File: src/rtl/core/fpva_pkg.sv
// Package with widths, types and helpers for the filtered position estimator.
package fpva_pkg;
    localparam int AvgLog2 = 6;
    localparam int WinLen = 1 << AvgLog2;
    localparam int SumW = 32 + AvgLog2;
    localparam int NumW = 50;
    localparam logic signed [15:0] PosMin = -16'sd32768;
    localparam logic signed [15:0] PosMax = 16'sd32767;

    // Window selector for the shared boxcar datapath.
    typedef enum logic [1:0] {
        WIN_POS = 2'd0,
        WIN_VEL = 2'd1,
        WIN_ACC = 2'd2
    } win_sel_t;

    // Commands from the controller to the datapath.
    typedef struct packed {
        logic     load;      // capture input item
        logic     rd;        // read window entry
        logic     push;      // write window entry and update sum
        win_sel_t win;
        logic     div_start; // start divider
        logic     div_vel;   // 1: velocity quotient, 0: acceleration
        logic     commit_v;  // update last velocity
        logic     out_load;  // capture result
    } fpva_cmd_t;

    // Status from the datapath.
    typedef struct packed {
        logic zero_td;
        logic div_done;
    } fpva_stat_t;

    // Floor average of a window sum.
    function automatic logic signed [31:0] win_avg(input logic signed [SumW-1:0] s);
        logic signed [SumW-1:0] t;
        t = s >>> AvgLog2;
        return t[31:0];
    endfunction

    // Saturate a 50-bit quotient to signed 32 bits.
    function automatic logic signed [31:0] sat32(input logic signed [NumW-1:0] v);
        logic signed [31:0] r;
        if (v > $signed({{(NumW-32){1'b0}}, 32'h7fff_ffff}))
            r = 32'sh7fff_ffff;
        else if (v < $signed({{(NumW-32){1'b1}}, 32'h8000_0000}))
            r = 32'sh8000_0000;
        else
            r = v[31:0];
        return r;
    endfunction
endpackage

File: src/rtl/core/fpva_ctrl.sv
// Controller sequencing the window updates and divisions for one item.
module fpva_ctrl (
    input  logic                 clk,
    input  logic                 rst_n,
    input  logic                 in_valid,
    output logic                 in_ready,
    output logic                 out_valid,
    input  logic                 out_ready,
    output fpva_pkg::fpva_cmd_t  cmd,
    input  fpva_pkg::fpva_stat_t stat
);
    import fpva_pkg::*;

    typedef enum logic [9:0] {
        S_IDLE  = 10'b0000000001,
        S_PRD   = 10'b0000000010,
        S_PPUSH = 10'b0000000100,
        S_VDIV  = 10'b0000001000,
        S_VWAIT = 10'b0000010000,
        S_VPUSH = 10'b0000100000,
        S_ADIV  = 10'b0001000000,
        S_AWAIT = 10'b0010000000,
        S_APUSH = 10'b0100000000,
        S_OUT   = 10'b1000000000
    } state_t;

    state_t state_reg, state_next;
    logic   ov_reg, ov_next;

    assign in_ready = (state_reg == S_IDLE) && !ov_reg;
    assign out_valid = ov_reg;

    always_comb
    begin
        state_next = state_reg;
        ov_next = ov_reg && !out_ready;
        cmd = '0;
        cmd.win = WIN_POS;
        case (state_reg)
            S_IDLE:
                if (in_valid && in_ready)
                begin
                    cmd.load = 1'b1;
                    state_next = S_PRD;
                end
            S_PRD:
            begin
                cmd.rd = 1'b1;
                state_next = S_PPUSH;
            end
            S_PPUSH:
            begin
                cmd.push = 1'b1;
                state_next = stat.zero_td ? S_OUT : S_VDIV;
            end
            S_VDIV:
            begin
                cmd.div_start = 1'b1;
                cmd.div_vel = 1'b1;
                cmd.win = WIN_VEL;
                cmd.rd = 1'b1;
                state_next = S_VWAIT;
            end
            S_VWAIT:
            begin
                cmd.win = WIN_VEL;
                if (stat.div_done)
                    state_next = S_VPUSH;
            end
            S_VPUSH:
            begin
                cmd.win = WIN_VEL;
                cmd.push = 1'b1;
                state_next = S_ADIV;
            end
            S_ADIV:
            begin
                cmd.div_start = 1'b1;
                cmd.win = WIN_ACC;
                cmd.rd = 1'b1;
                state_next = S_AWAIT;
            end
            S_AWAIT:
            begin
                cmd.win = WIN_ACC;
                if (stat.div_done)
                    state_next = S_APUSH;
            end
            S_APUSH:
            begin
                cmd.win = WIN_ACC;
                cmd.push = 1'b1;
                state_next = S_OUT;
            end
            S_OUT:
            begin
                cmd.out_load = 1'b1;
                ov_next = 1'b1;
                state_next = S_IDLE;
            end
            default:
                state_next = S_IDLE;
        endcase
        // Last velocity is committed with the result of a nonzero interval.
        cmd.commit_v = (state_reg == S_OUT) && !stat.zero_td;
    end

    always_ff @(posedge clk or negedge rst_n)
    begin
        if (!rst_n)
        begin
            state_reg <= S_IDLE;
            ov_reg <= 1'b0;
        end
        else
        begin
            state_reg <= state_next;
            ov_reg <= ov_next;
        end
    end
endmodule

File: config.mk
export PLATFORM = sky130hd
export DESIGN_NAME = fpva_ctrl
export DESIGN_NICKNAME = d
export VERILOG_FILES = /design/src/rtl/core/fpva_pkg.sv /design/src/rtl/core/fpva_ctrl.sv
export SDC_FILE = /design/constraint.sdc
export NUM_CORES = 1
export LEC_CHECK = 0
export ABC_AREA = 1
export BUFFER_PORTS_ARGS = -buffer_cell sky130_fd_sc_hd__buf_4
export CORE_ASPECT_RATIO = 1.2
export CORE_MARGIN = 8
export CORE_UTILIZATION = 48
export CTS_CLUSTER_SIZE = 16
export DETAILED_ROUTE_END_ITERATION = 8
export PLACE_DENSITY = 0.72
export SLEW_MARGIN = 0
export SYNTH_ARGS = -nofsm -noshare
export SYNTH_HDL_FRONTEND = slang
export SYNTH_SLANG_ARGS = --single-unit
File: constraint.sdc
create_clock -name clk -period 2.09 [get_ports clk]
set_clock_uncertainty 0.15 [all_clocks]
set_input_delay 0.1045 -clock clk [delete_from_list [all_inputs] [get_ports clk]]
set_output_delay 0.1045 -clock clk [all_outputs]
set_load 0.05 [all_outputs]
# Yosys cells after proc, flatten, opt, wreduce, memory -nomap -nowiden
# Index checks and enable logic that the tools add are counted.
dict set report word_totals {
  word_cells 42
  register_bits 11
  n_memories 0
  out_inout_bits 11
  latchBits 0
  rom_bits 0
  mem_bits_rw 0
}
dict set report op_classes {
  n_lt_le_gt_ge 0
  mux 14
  n_eq_ne 13
  mul 0
  bitwise_logic 0
  n_div 0
  n_shift 0
  n_reduce_logical 13
  n_addsub 0
}
# operator count
set op_table {}
lappend op_table {{$pmux W10 S9} 1}
lappend op_table {{$mux W10} 4}
lappend op_table {{$reduce_or A3 Y1} 4}
lappend op_table {{$eq A10 B1 Y1 const B} 1}
lappend op_table {{$eq A10 B10 Y1 const B} 1}
lappend op_table {{$eq A10 B2 Y1 const B} 1}
lappend op_table {{$eq A10 B3 Y1 const B} 1}
lappend op_table {{$eq A10 B4 Y1 const B} 1}
lappend op_table {{$eq A10 B5 Y1 const B} 1}
lappend op_table {{$eq A10 B6 Y1 const B} 1}
lappend op_table {{$eq A10 B7 Y1 const B} 1}
lappend op_table {{$eq A10 B8 Y1 const B} 1}
lappend op_table {{$eq A10 B9 Y1 const B} 1}
lappend op_table {{$mux W1} 8}
lappend op_table {{$logic_and A1 B1 Y1} 4}
lappend op_table {{$ne A2 B2 Y1 const B} 2}
lappend op_table {{$pmux W2 S2} 1}
lappend op_table {{$logic_not A1 Y1} 3}
lappend op_table {{$reduce_and A3 Y1} 1}
lappend op_table {{$ne A2 B1 Y1 const B} 1}
lappend op_table {{$reduce_or A2 Y1} 1}

# Longest topological paths before layout
# Gate-level depths: netlist of run 1.
dict set report depth {
  depth_word 5
  ltp_mapped 11
  mapped_depth_nobuf 11
}

# Worst setup path before layout of run 1
# No wires, ideal clock.
dict set report synth_timing {
  kind {register -> output}
  start {register state_reg[0]}
  end {output port cmd[7] (netlist name)}
  stages_incl_launch_ff 7
  path_buffers 0
  setup_slack_ns 0.230
  arrival_ns 1.605
  cell_sequence {dfstp_2 nor2_1 nand2_2 nor2_1 inv_1 nand2_1 or2_2}
}
# element line
set synth_lines {}
lappend synth_lines {{start, declared} fpva_ctrl.sv:27} ;# state_t state_reg, state_next;
lappend synth_lines {{start signal, assigned} fpva_ctrl.sv:117} ;# state_reg <= state_next;
lappend synth_lines {{end, declared} fpva_ctrl.sv:9} ;# output fpva_pkg::fpva_cmd_t cmd,

==> results of run 1 <==
[Yosys cell counts, drive strengths merged]
cell type and instances:
nand2 29, inv 23, nor2 22, dfrtp 10, nand3 6, nor3 3, a21oi 2, o21ai 2
dfstp 1, nand3b 1, nand4 1, or2 1
[cell usage in the layout, fill, tap and decap left out, types with 2 or more instances in the layout]
cell and instances:
nor2_1 13, nand2_1 18, nor2_2 4, nor3_2 2
buf_4 16, nand2_4 5, inv_1 21, dfrtp_1 10
nand3_1 4, clkbuf_4 3, nor2_4 4, nand2_2 6
nand3_2 2, inv_2 2, dlygate4sd3_1 4
[cells by family after synthesis]
kind of cell | synth area share (%)
simple gates | 49.7
flops | 35.6
buf+inv | 11.1
compound gates | 3.55
[tightest hold or removal path: stages]
cell     delay, ns
buf_4         0.11
inv_1         0.05
nand2_2       0.07
inv_1         0.07
a21oi_2       0.04
[path summary, 6_finish.rpt]
check | startpoint | endpoint | slack (ns)
max in group asynchronous | rst_n | state_reg[0] | 1.51
min reg2reg | state_reg[1] | state_reg[2] | 0.45
min | stat[0] | state_reg[0] | 0.01
max reg2reg | state_reg[0] | state_reg[0] | 0.49
max | state_reg[0] | cmd[7] | 0.15
min in group asynchronous | rst_n | state_reg[2] | 0.06
[where the power goes]
group	internal (mW)	switching (mW)	total [mW]
logic	0.265	0.560	0.825
registers	0.259	0.0348	0.294
clock network	0.0709	0.0694	0.140
[layout make-up]
type	count	area (um^2)
repair buffers	20	160
fillers	144	596
well taps	18	22.5
multi-input cells	67	413
clock inverters	1	5.00
inverters	23	86.3
clock buffers	3	22.5
flip-flops and latches	11	277
[metrics by stage]
stage | utilization (%) | worst slack [ns]
2_1_floorplan | - | 0.230
3_3_place_gp | 58.1 | 0.475
3_5_place_dp | 58.1 | 0.466
4_1_cts | 62.3 | 0.164
5_1_grt | 62.3 | 0.0693
6_report | 62.3 | 0.155
[what timing repair did]
item	4_1_cts	5_1_grt
hold buffers	4	0
setup buffers	0	0
setup endpoints to repair	0	0
endpoints found under the hold margin	16	0
[layer usage]
| layer | up-vias | wire length, um | part of all wire (%) |
|---|---|---|---|
| li1 | 348 | - | - |
| met1 | 302 | 721 | 43 |
| met2 | 15 | 860 | 51 |
| met3 | 5 | 59 | 3.5 |
| met4 | 0 | 46 | 2.7 |
| met5 | - | 0 | 0 |
==> flow_metrics.py, run 1 <==
metrics = {
    "critical_path": {
        "path_cells": "nor2_1 > nand2_2 > nor2_1 > inv_1 > nand2_1 > or2_2 > buf_4",
        "cp_num_buf_inv": 2,
        "worstSetupPathType": "reg -> out",
        "critPathArrivalTime_ns": 1.68,
        "path_depth": 7,
        "required_ns": 1.84,
        "cp_slowest_cell": "dfstp_2",
        "crit_top_cell": "nor2_1",
        "ff2ff_path_depth": 8,
        "cpPeakStageDelay_ns": 0.56,
        "path_max_fanout": 5,
        "start_kind": "flip-flop",
        "critPathCaptureType": "primary output",
        "path_delay_family": "simple AND/OR/NAND/NOR gates",
    },
    "synthesis": {
        "ys_types": 22,
        "synth_warnings": 0,
        "avgSynthCellArea_um2": 7.68,
        "synth_seq_cells": 11,
        "syn_nets": 107,
        "synth_top_area_share_pct": 32.3,
        "yosys-top-cells-area": "dfrtp_1 (32%), inv_1 (10%), nand2_1 (8.7%), nand2_4 (7.3%), nor2_1 (6.3%)",
        "synth_largest_area_cell": "dfrtp_1",
        "synth_area_um2": 776,
        "synthCells": 101,
        "ys_seq_area_share_pct": 35.6,
    },
    "min_path": {
        "min_path_type": "in -> reg",
        "worstHoldPathCells": 5,
    },
    "floorplan": {
        "dieArea_um2": 3160,
        "die_h_um": 60.0,
        "std_cell_rows": 16,
        "die_x_um": 52.7,
        "coreArea_um2": 1580,
        "start_util_pct": 49.1,
        "pin_count": 17,
    },
    "drt": {
        "routed_via_density": 4.69,
        "vias": 670,
        "ant_nets": 0,
        "post-route-drc-count": 0,
        "drtIter0Drc": 17,
        "drt_wl_total_mm": 1.69,
        "drt_first_pass_iters": 4,
        "avgRoutedWirePerCell_um": 11.8,
    },
    "cells_and_area": {
        "final_cell_area_um2": 986,
        "largest_reg_flops": 10,
        "drive_gt1_share_pct": 40.0,
        "final_nets": 132,
        "area_growth_pct": 27.1,
        "final_cell_count_no_fill": 143,
        "diodes": 0,
    },
    "timing": {
        "max_freq_ghz": 0.517,
        "fin_crit_ns": 1.94,
        "drv_slew": 0,
        "max-slew-margin-rel_pct": 84.3,
        "tightest_slew_ns": 0.234,
        "report.final.hold_viol_count": 0,
        "period_share_pct": 92.6,
        "rsz0062_at_grt": "no",
        "final-setup-viol-count": 0,
        "setup_tns_ns": 0,
        "timing.hold.ws_ns": 0.0130,
    },
    "placed_design": {
        "hpwl_mm": 1.39,
        "port_buffers": 16,
        "gp_congestion": 0.790,
        "place_inst": 135,
        "place_area_um2": 918,
    },
    "global_routing": {
        "grtUsageTotal_pct": 12.6,
        "grt_overflow_total": 0,
        "grt_max_degree": 12,
        "grt_util_met3_pct": 1.99,
        "grt_pass1_vias": 722,
        "use_met1_pct": 13.6,
        "grt_pass1_wl_mm": 2.99,
        "global_route.peak_usage_layer": "met2",
        "antenna_found_initial": 0,
        "grtUsageMet2_pct": 21.6,
    },
    "pwr": {
        "ir_drop_mv": 1.13,
        "p_total_mw": 1.26,
        "leakagePower_nw": 0.599,
        "p_per_area_nw_per_um2": 1280,
    },
    "clock_tree": {
        "cts_buffers": 3,
        "cts_sinks": 11,
        "clock_latency_ns": 0.27,
        "clockBufferDepth": 2,
        "cts-htree-levels": 1,
        "post_cts_resized": 0,
        "clkTransAtPathRegs_ns": 0.07,
        "cts_root_buf": "clkbuf_4",
        "cts_tree": "done",
    },
    "flow_run": {
        "maxCapViolCount": 0,
    },
    "status": {
        "status": "complete, no violations",
    },
}
Power figures use the tool's default switching activity.
==> run 2: changes to the inputs <==
==> constraint.sdc (replaced) <==
create_clock -name clk -period 2.09 [get_ports clk]
set_clock_uncertainty 0.15 [all_clocks]
set_input_delay 0.1045 -clock clk [delete_from_list [all_inputs] [get_ports clk]]
set_output_delay 0.1045 -clock clk [all_outputs]
set_load 0.1 [all_outputs]
==> run 2 against run 1 <==
Effect of this change:
- routed wire length up 1.8%
- power up 13%
- global-route usage up 0.094 points
- combinational power up 20%
- critical endpoint is now cmd[8]
- clock power up 6%
- largest power group unchanged
- critical path depth up 1
- largest cell class unchanged
- sequential share of layout area down 0.40 points
- hold slack worse by 0.0076 ns
==> flow_metrics.py, run 2 (synthesis gave the netlist of run 1 again) <==
metrics = {
    "cells_and_area": {
        "seq_area_um2": 278,
        "final_cell_area_um2": 1000,
        "drive_gt1_share_pct": 42.4,
        "diodes": 0,
        "fillers": 156,
        "final_nets": 132,
        "multi_input_area_um2": 420,
        "final_cell_mix": "inv_1 (20), nand2_1 (17), buf_4 (14), nor2_1 (12), dfrtp_1 (9)",
        "final_common_cell": "inv_1",
        "area_growth_pct": 29.5,
        "largest_reg_flops": 10,
    },
    "timing": {
        "period_share_pct": 93.8,
        "tightest_slew_ns": 0.284,
        "rsz0062_at_grt": "no",
        "setup_tns_ns": 0,
        "max-slew-margin-rel_pct": 81.2,
        "report.final.hold_viol_count": 0,
        "fin_crit_ns": 1.96,
        "final-setup-viol-count": 0,
        "max_freq_ghz": 0.510,
        "drv_slew": 0,
    },
    "critical_path": {
        "rrSetupSlack_ns": 0.47,
        "path_max_fanout": 5,
        "cp_slowest_cell": "dfrtp_1",
        "critPathCaptureType": "primary output",
        "worstSetupPathType": "reg -> out",
        "worstReg2RegStart": "state_reg[0]",
        "ff2ff_path_depth": 9,
        "path_cells": "nor2_4 > inv_2 > nor2_4 > nand2_4 > nor2_8 > nand2_4 > clkinvlp_4 > buf_4",
        "critPathArrivalTime_ns": 1.71,
        "cpPeakStageDelay_ns": 0.41,
        "start_kind": "flip-flop",
        "r2r-end": "state_reg[5]",
        "required_ns": 1.84,
    },
    "min_path": {
        "min_path_type": "in -> reg",
        "whs_endpoint": "state_reg[0]",
        "min-delay-start": "stat[0]",
        "worstHoldPathCells": 5,
    },
    "global_routing": {
        "grt_pass1_vias": 729,
        "grt_max_degree": 12,
        "antenna_found_initial": 0,
        "use_met1_pct": 13.4,
        "grt_util_met3_pct": 2.24,
        "grtUsageMet2_pct": 22.4,
        "grt_overflow_total": 0,
        "grtUsageTotal_pct": 12.7,
        "global_route.peak_usage_layer": "met2",
        "grt_pass1_wl_mm": 3.05,
    },
    "clock_tree": {
        "clkTransAtPathRegs_ns": 0.07,
        "clock_latency_ns": 0.27,
        "cts_root_buf": "clkbuf_4",
        "cts_sinks": 11,
        "cts_buffers": 3,
        "cts-htree-levels": 1,
        "cts_tree": "done",
        "clockBufferDepth": 2,
    },
    "pwr": {
        "pwr-share-clk_pct": 10.4,
        "p_per_area_nw_per_um2": 1420,
        "p_seq_share_pct": 20.3,
        "leakagePower_nw": 0.585,
        "p_sw_mw": 0.820,
        "p_comb_share_pct": 69.3,
        "ir_drop_mv": 1.15,
        "netSwitchingFraction_pct": 57.5,
        "intPower_mw": 0.606,
    },
    "drt": {
        "post-route-drc-count": 0,
        "routed_via_density": 4.73,
        "vias": 677,
        "drt_wl_total_mm": 1.72,
        "avgRoutedWirePerCell_um": 12.0,
        "ant_nets": 0,
        "drtIter0Drc": 13,
        "drt_first_pass_iters": 4,
    },
    "floorplan": {
        "coreArea_um2": 1580,
        "std_cell_rows": 16,
        "pin_count": 17,
        "start_util_pct": 49.1,
        "die_x_um": 52.7,
        "dieArea_um2": 3160,
        "die_h_um": 60.0,
    },
    "status": {
        "status": "complete, no violations",
    },
    "placed_design": {
        "place_area_um2": 931,
        "gp_congestion": 0.838,
        "port_buffers": 16,
        "hpwl_mm": 1.39,
    },
    "flow_run": {
        "maxCapViolCount": 0,
    },
}
==> run 2: cell count changes in the layout (fill, tap and decap cells not counted), sizes merged <==
cell / previous run / this run
clkbuf: 3 / 4
clkinv: 1 / 0
clkinvlp: 0 / 1
inv: 23 / 22
==> run 2: per-layer routing <==
layer  share of wire, %  routed length [um]
met5                  0                   0
met4                1.5                  25
met3                4.1                  71
met2                 53                 907
met1                 42                 715
==> run 2: critical path: cells and delay by family (launching register included) <==
kind | cells | cell delay, ns
buffers and inverters | 3 | 0.42
flip-flops | 1 | 0.41
AND/OR/NAND/NOR | 5 | 0.61
==> run 2: how the worst max path moves through the flow <==
| stage | cells past startpoint | startpoint | to | slack, ns |
|---|---|---|---|---|
| 2_1_floorplan | 5 | state_reg[5] | cmd[1] | 0.16 |
| 6_report | 8 | state_reg[8] | cmd[8] | 0.13 |
| 3_3_place_gp | 8 | state_reg[8] | cmd[8] | 0.43 |
| 5_1_grt | 8 | state_reg[2] | cmd[5] | 0.002 |
| 4_1_cts | 8 | state_reg[8] | cmd[8] | 0.1 |
| 3_5_place_dp | 8 | state_reg[8] | cmd[8] | 0.40 |
==> run 2: cell type report <==
type                       instances  share of cell area [%]
clock buffer                       4                    2.62
inverter                          23                    8.97
multi-input combinational         67                    41.8
sequential                        11                    27.6
tap                               18                    2.24
timing repair buffer              20                    16.7
==> run 2: repair_timing <==
| item | 4_1_cts | 5_1_grt |
|---|---|---|
| hold buffers | 4 | 0 |
| setup buffers | 0 | 0 |
| endpoints found under the hold margin | 15 | 0 |
| endpoints found under the setup margin | 0 | 2 |
| resized for setup | 0 | 2 |
==> run 2: through the flow <==
stage	power (mW)	std cells	util (%)	hold WS (ns)	worst slack [ns]
after floorplan	1.12	101	-	-0.341	0.156
after global placement	1.26	135	58.9	-0.203	0.427
after detailed placement	1.28	135	58.9	-0.201	0.400
after CTS	1.43	143	63.1	0.00232	0.0999
after global routing	1.52	143	63.5	0.0222	0.00204
final	1.43	143	63.5	0.00535	0.130
==> run 2: power by group through the flow <==
stage | logic (mW) | clock network (mW) | registers [mW]
finish | 0.988 | 0.148 | 0.290
global route | 1.06 | 0.167 | 0.295
CTS | 0.993 | 0.152 | 0.289
detailed placement | 0.985 | 0 | 0.292
global placement | 0.971 | 0 | 0.292
floorplan | 0.824 | 0 | 0.294
==> run 3: changes to the inputs <==
--- a/config.mk
+++ b/config.mk
@@ -8,10 +8,10 @@
 export ABC_AREA = 1
 export BUFFER_PORTS_ARGS = -buffer_cell sky130_fd_sc_hd__buf_4
 export CORE_ASPECT_RATIO = 1.2
-export CORE_MARGIN = 8
 export CORE_UTILIZATION = 48
 export CTS_CLUSTER_SIZE = 16
 export DETAILED_ROUTE_END_ITERATION = 8
+export HOLD_SLACK_MARGIN = 0.06
 export PLACE_DENSITY = 0.72
 export SLEW_MARGIN = 0
 export SYNTH_ARGS = -nofsm -noshare
==> run 3 against run 2 <==
Effect of this change:
- register-to-register slack gained 0.03 ns
- die area is 44% lower
- hold slack improved by 0.40 ns
- clock power barely moved
- routed wire length rose by 2.5%
- power rose by 0.74%
- final area is 2.1% higher
- non-clock buffer count rose by 3
- combinational power increased by 0.9%
- critical endpoint unchanged
- largest power group unchanged
- highest routed layer unchanged
==> flow_metrics.py, run 3 (synthesis gave the netlist of run 1 again) <==
metrics = {
    "floorplan": {
        "pin_count": 17,
        "start_util_pct": 53.0,
        "die_h_um": 46.0,
        "die_x_um": 38.7,
        "coreArea_um2": 1460,
        "std_cell_rows": 15,
        "dieArea_um2": 1780,
    },
    "timing": {
        "drv_slew": 0,
        "setup_tns_ns": 0,
        "timing.hold.ws_ns": 0.404,
        "fin_crit_ns": 1.97,
        "tightest_slew_ns": 0.294,
        "final-setup-viol-count": 0,
        "max_freq_ghz": 0.507,
        "report.final.hold_viol_count": 0,
        "max-slew-margin-rel_pct": 80.2,
        "rsz0062_at_grt": "no",
        "period_share_pct": 94.4,
    },
    "drt": {
        "ant_nets": 0,
        "avgRoutedWirePerCell_um": 12.1,
        "drt_wl_total_mm": 1.76,
        "vias": 695,
        "drt_first_pass_iters": 4,
        "routed_via_density": 4.79,
        "post-route-drc-count": 0,
        "drtIter0Drc": 15,
    },
    "cells_and_area": {
        "largest_reg_flops": 10,
        "area_growth_pct": 32.3,
        "diodes": 0,
        "multi_input_area_um2": 420,
        "final_nets": 135,
        "final_common_cell": "inv_1",
        "final_cell_mix": "inv_1 (20), nand2_1 (17), buf_4 (16), nor2_1 (12), dfrtp_1 (9)",
        "drive_gt1_share_pct": 41.4,
        "seq_area_um2": 278,
        "fillers": 132,
    },
    "pwr": {
        "pwr-share-clk_pct": 10.2,
        "p_per_area_nw_per_um2": 1400,
        "p_total_mw": 1.44,
        "p_sw_mw": 0.831,
        "leakagePower_nw": 0.596,
        "intPower_mw": 0.606,
        "p_comb_share_pct": 69.4,
        "netSwitchingFraction_pct": 57.8,
        "ir_drop_mv": 1.20,
        "p_seq_share_pct": 20.4,
    },
    "clock_tree": {
        "clockBufferDepth": 2,
        "cts-htree-levels": 1,
        "cts_setup_buffers": 0,
        "cts_buffers": 3,
        "clock_latency_ns": 0.27,
        "cts_root_buf": "clkbuf_4",
        "cts_tree": "done",
        "clkTransAtPathRegs_ns": 0.08,
        "cts_sinks": 11,
    },
    "placed_design": {
        "hpwl_mm": 1.33,
        "gp_congestion": 0.885,
        "port_buffers": 16,
    },
    "critical_path": {
        "start_kind": "flip-flop",
        "critPathArrivalTime_ns": 1.72,
        "path_max_fanout": 5,
        "r2r-end": "state_reg[7]",
        "worstReg2RegStart": "state_reg[5]",
        "ff2ff_path_depth": 10,
        "critPathCaptureType": "primary output",
        "rrSetupSlack_ns": 0.50,
        "required_ns": 1.84,
        "worstSetupPathType": "reg -> out",
    },
    "global_routing": {
        "grt_pass1_wl_mm": 2.73,
        "grt_pass1_vias": 603,
        "grtUsageTotal_pct": 23.3,
        "grt_max_degree": 9,
        "grt_overflow_total": 0,
        "antenna_found_initial": 0,
    },
    "min_path": {
        "min_path_type": "in -> reg",
        "worstHoldPathCells": 3,
        "whs_endpoint": "state_reg[3]",
        "min-delay-start": "stat[1]",
    },
    "status": {
        "status": "complete, no violations",
    },
    "flow_run": {
        "maxCapViolCount": 0,
    },
}
## run 3: worst max-delay path by stage
stage                        end    startpoint  slack, ns
after floorplan           cmd[1]  state_reg[5]       0.16
after global placement    cmd[8]  state_reg[8]       0.42
after detailed placement  cmd[8]  state_reg[9]       0.40
after CTS                 cmd[8]  state_reg[8]       0.11
after global routing      cmd[4]  state_reg[8]       0.03
final                     cmd[8]  state_reg[5]       0.12
## run 3: power groups by stage
stage / sequential (mW) / clock (mW) / combinational (mW)
after detailed placement: 0.297 / 0 / 0.989
after floorplan: 0.294 / 0 / 0.824
final: 0.293 / 0.147 / 0.997
after global routing: 0.301 / 0.162 / 1.06
after global placement: 0.296 / 0 / 0.968
after CTS: 0.293 / 0.145 / 1.00
## run 3: per-layer routing
layer	share of wire, %	vias up	track usage (%)
met3	5.0	4	2.94
met1	40	317	29.5
met5	0	-	0
met2	54	22	39.7
li1	-	352	-
met4	1.2	0	8.28
## run 3: what timing repair did
item	4_1_cts	5_1_grt
gates resized for setup	0	0
hold buffers	7	0
endpoints found under the hold margin	18	0
## run 3: area by class of cell
type                    instances  area share, %
multi-input cells              67           41.0
flip-flops and latches         11           27.1
repair buffers                 23           18.5
inverters                      23           8.78
clock buffers                   4           2.56
well taps                      17           2.07
## run 3: through the flow
| stage | util, % | instance area, um^2 | instances | setup WS [ns] |
|---|---|---|---|---|
| after floorplan | - | 788 | 101 | 0.156 |
| after global placement | 63.5 | 930 | 134 | 0.422 |
| after detailed placement | 63.5 | 930 | 134 | 0.395 |
| after CTS | 70.1 | 1030 | 145 | 0.108 |
| after global routing | 70.1 | 1030 | 145 | 0.0262 |
| final | 70.1 | 1030 | 145 | 0.117 |
## run 3: worst max-delay path: stages, from the launching register on
cell,delay [ns]
dfrtp_1,0.45
nor2_4,0.17
nand2_4,0.09
nor2_4,0.11
nand2_4,0.10
nor2_8,0.11
nand2_4,0.08
clkinvlp_4,0.07
buf_4,0.28
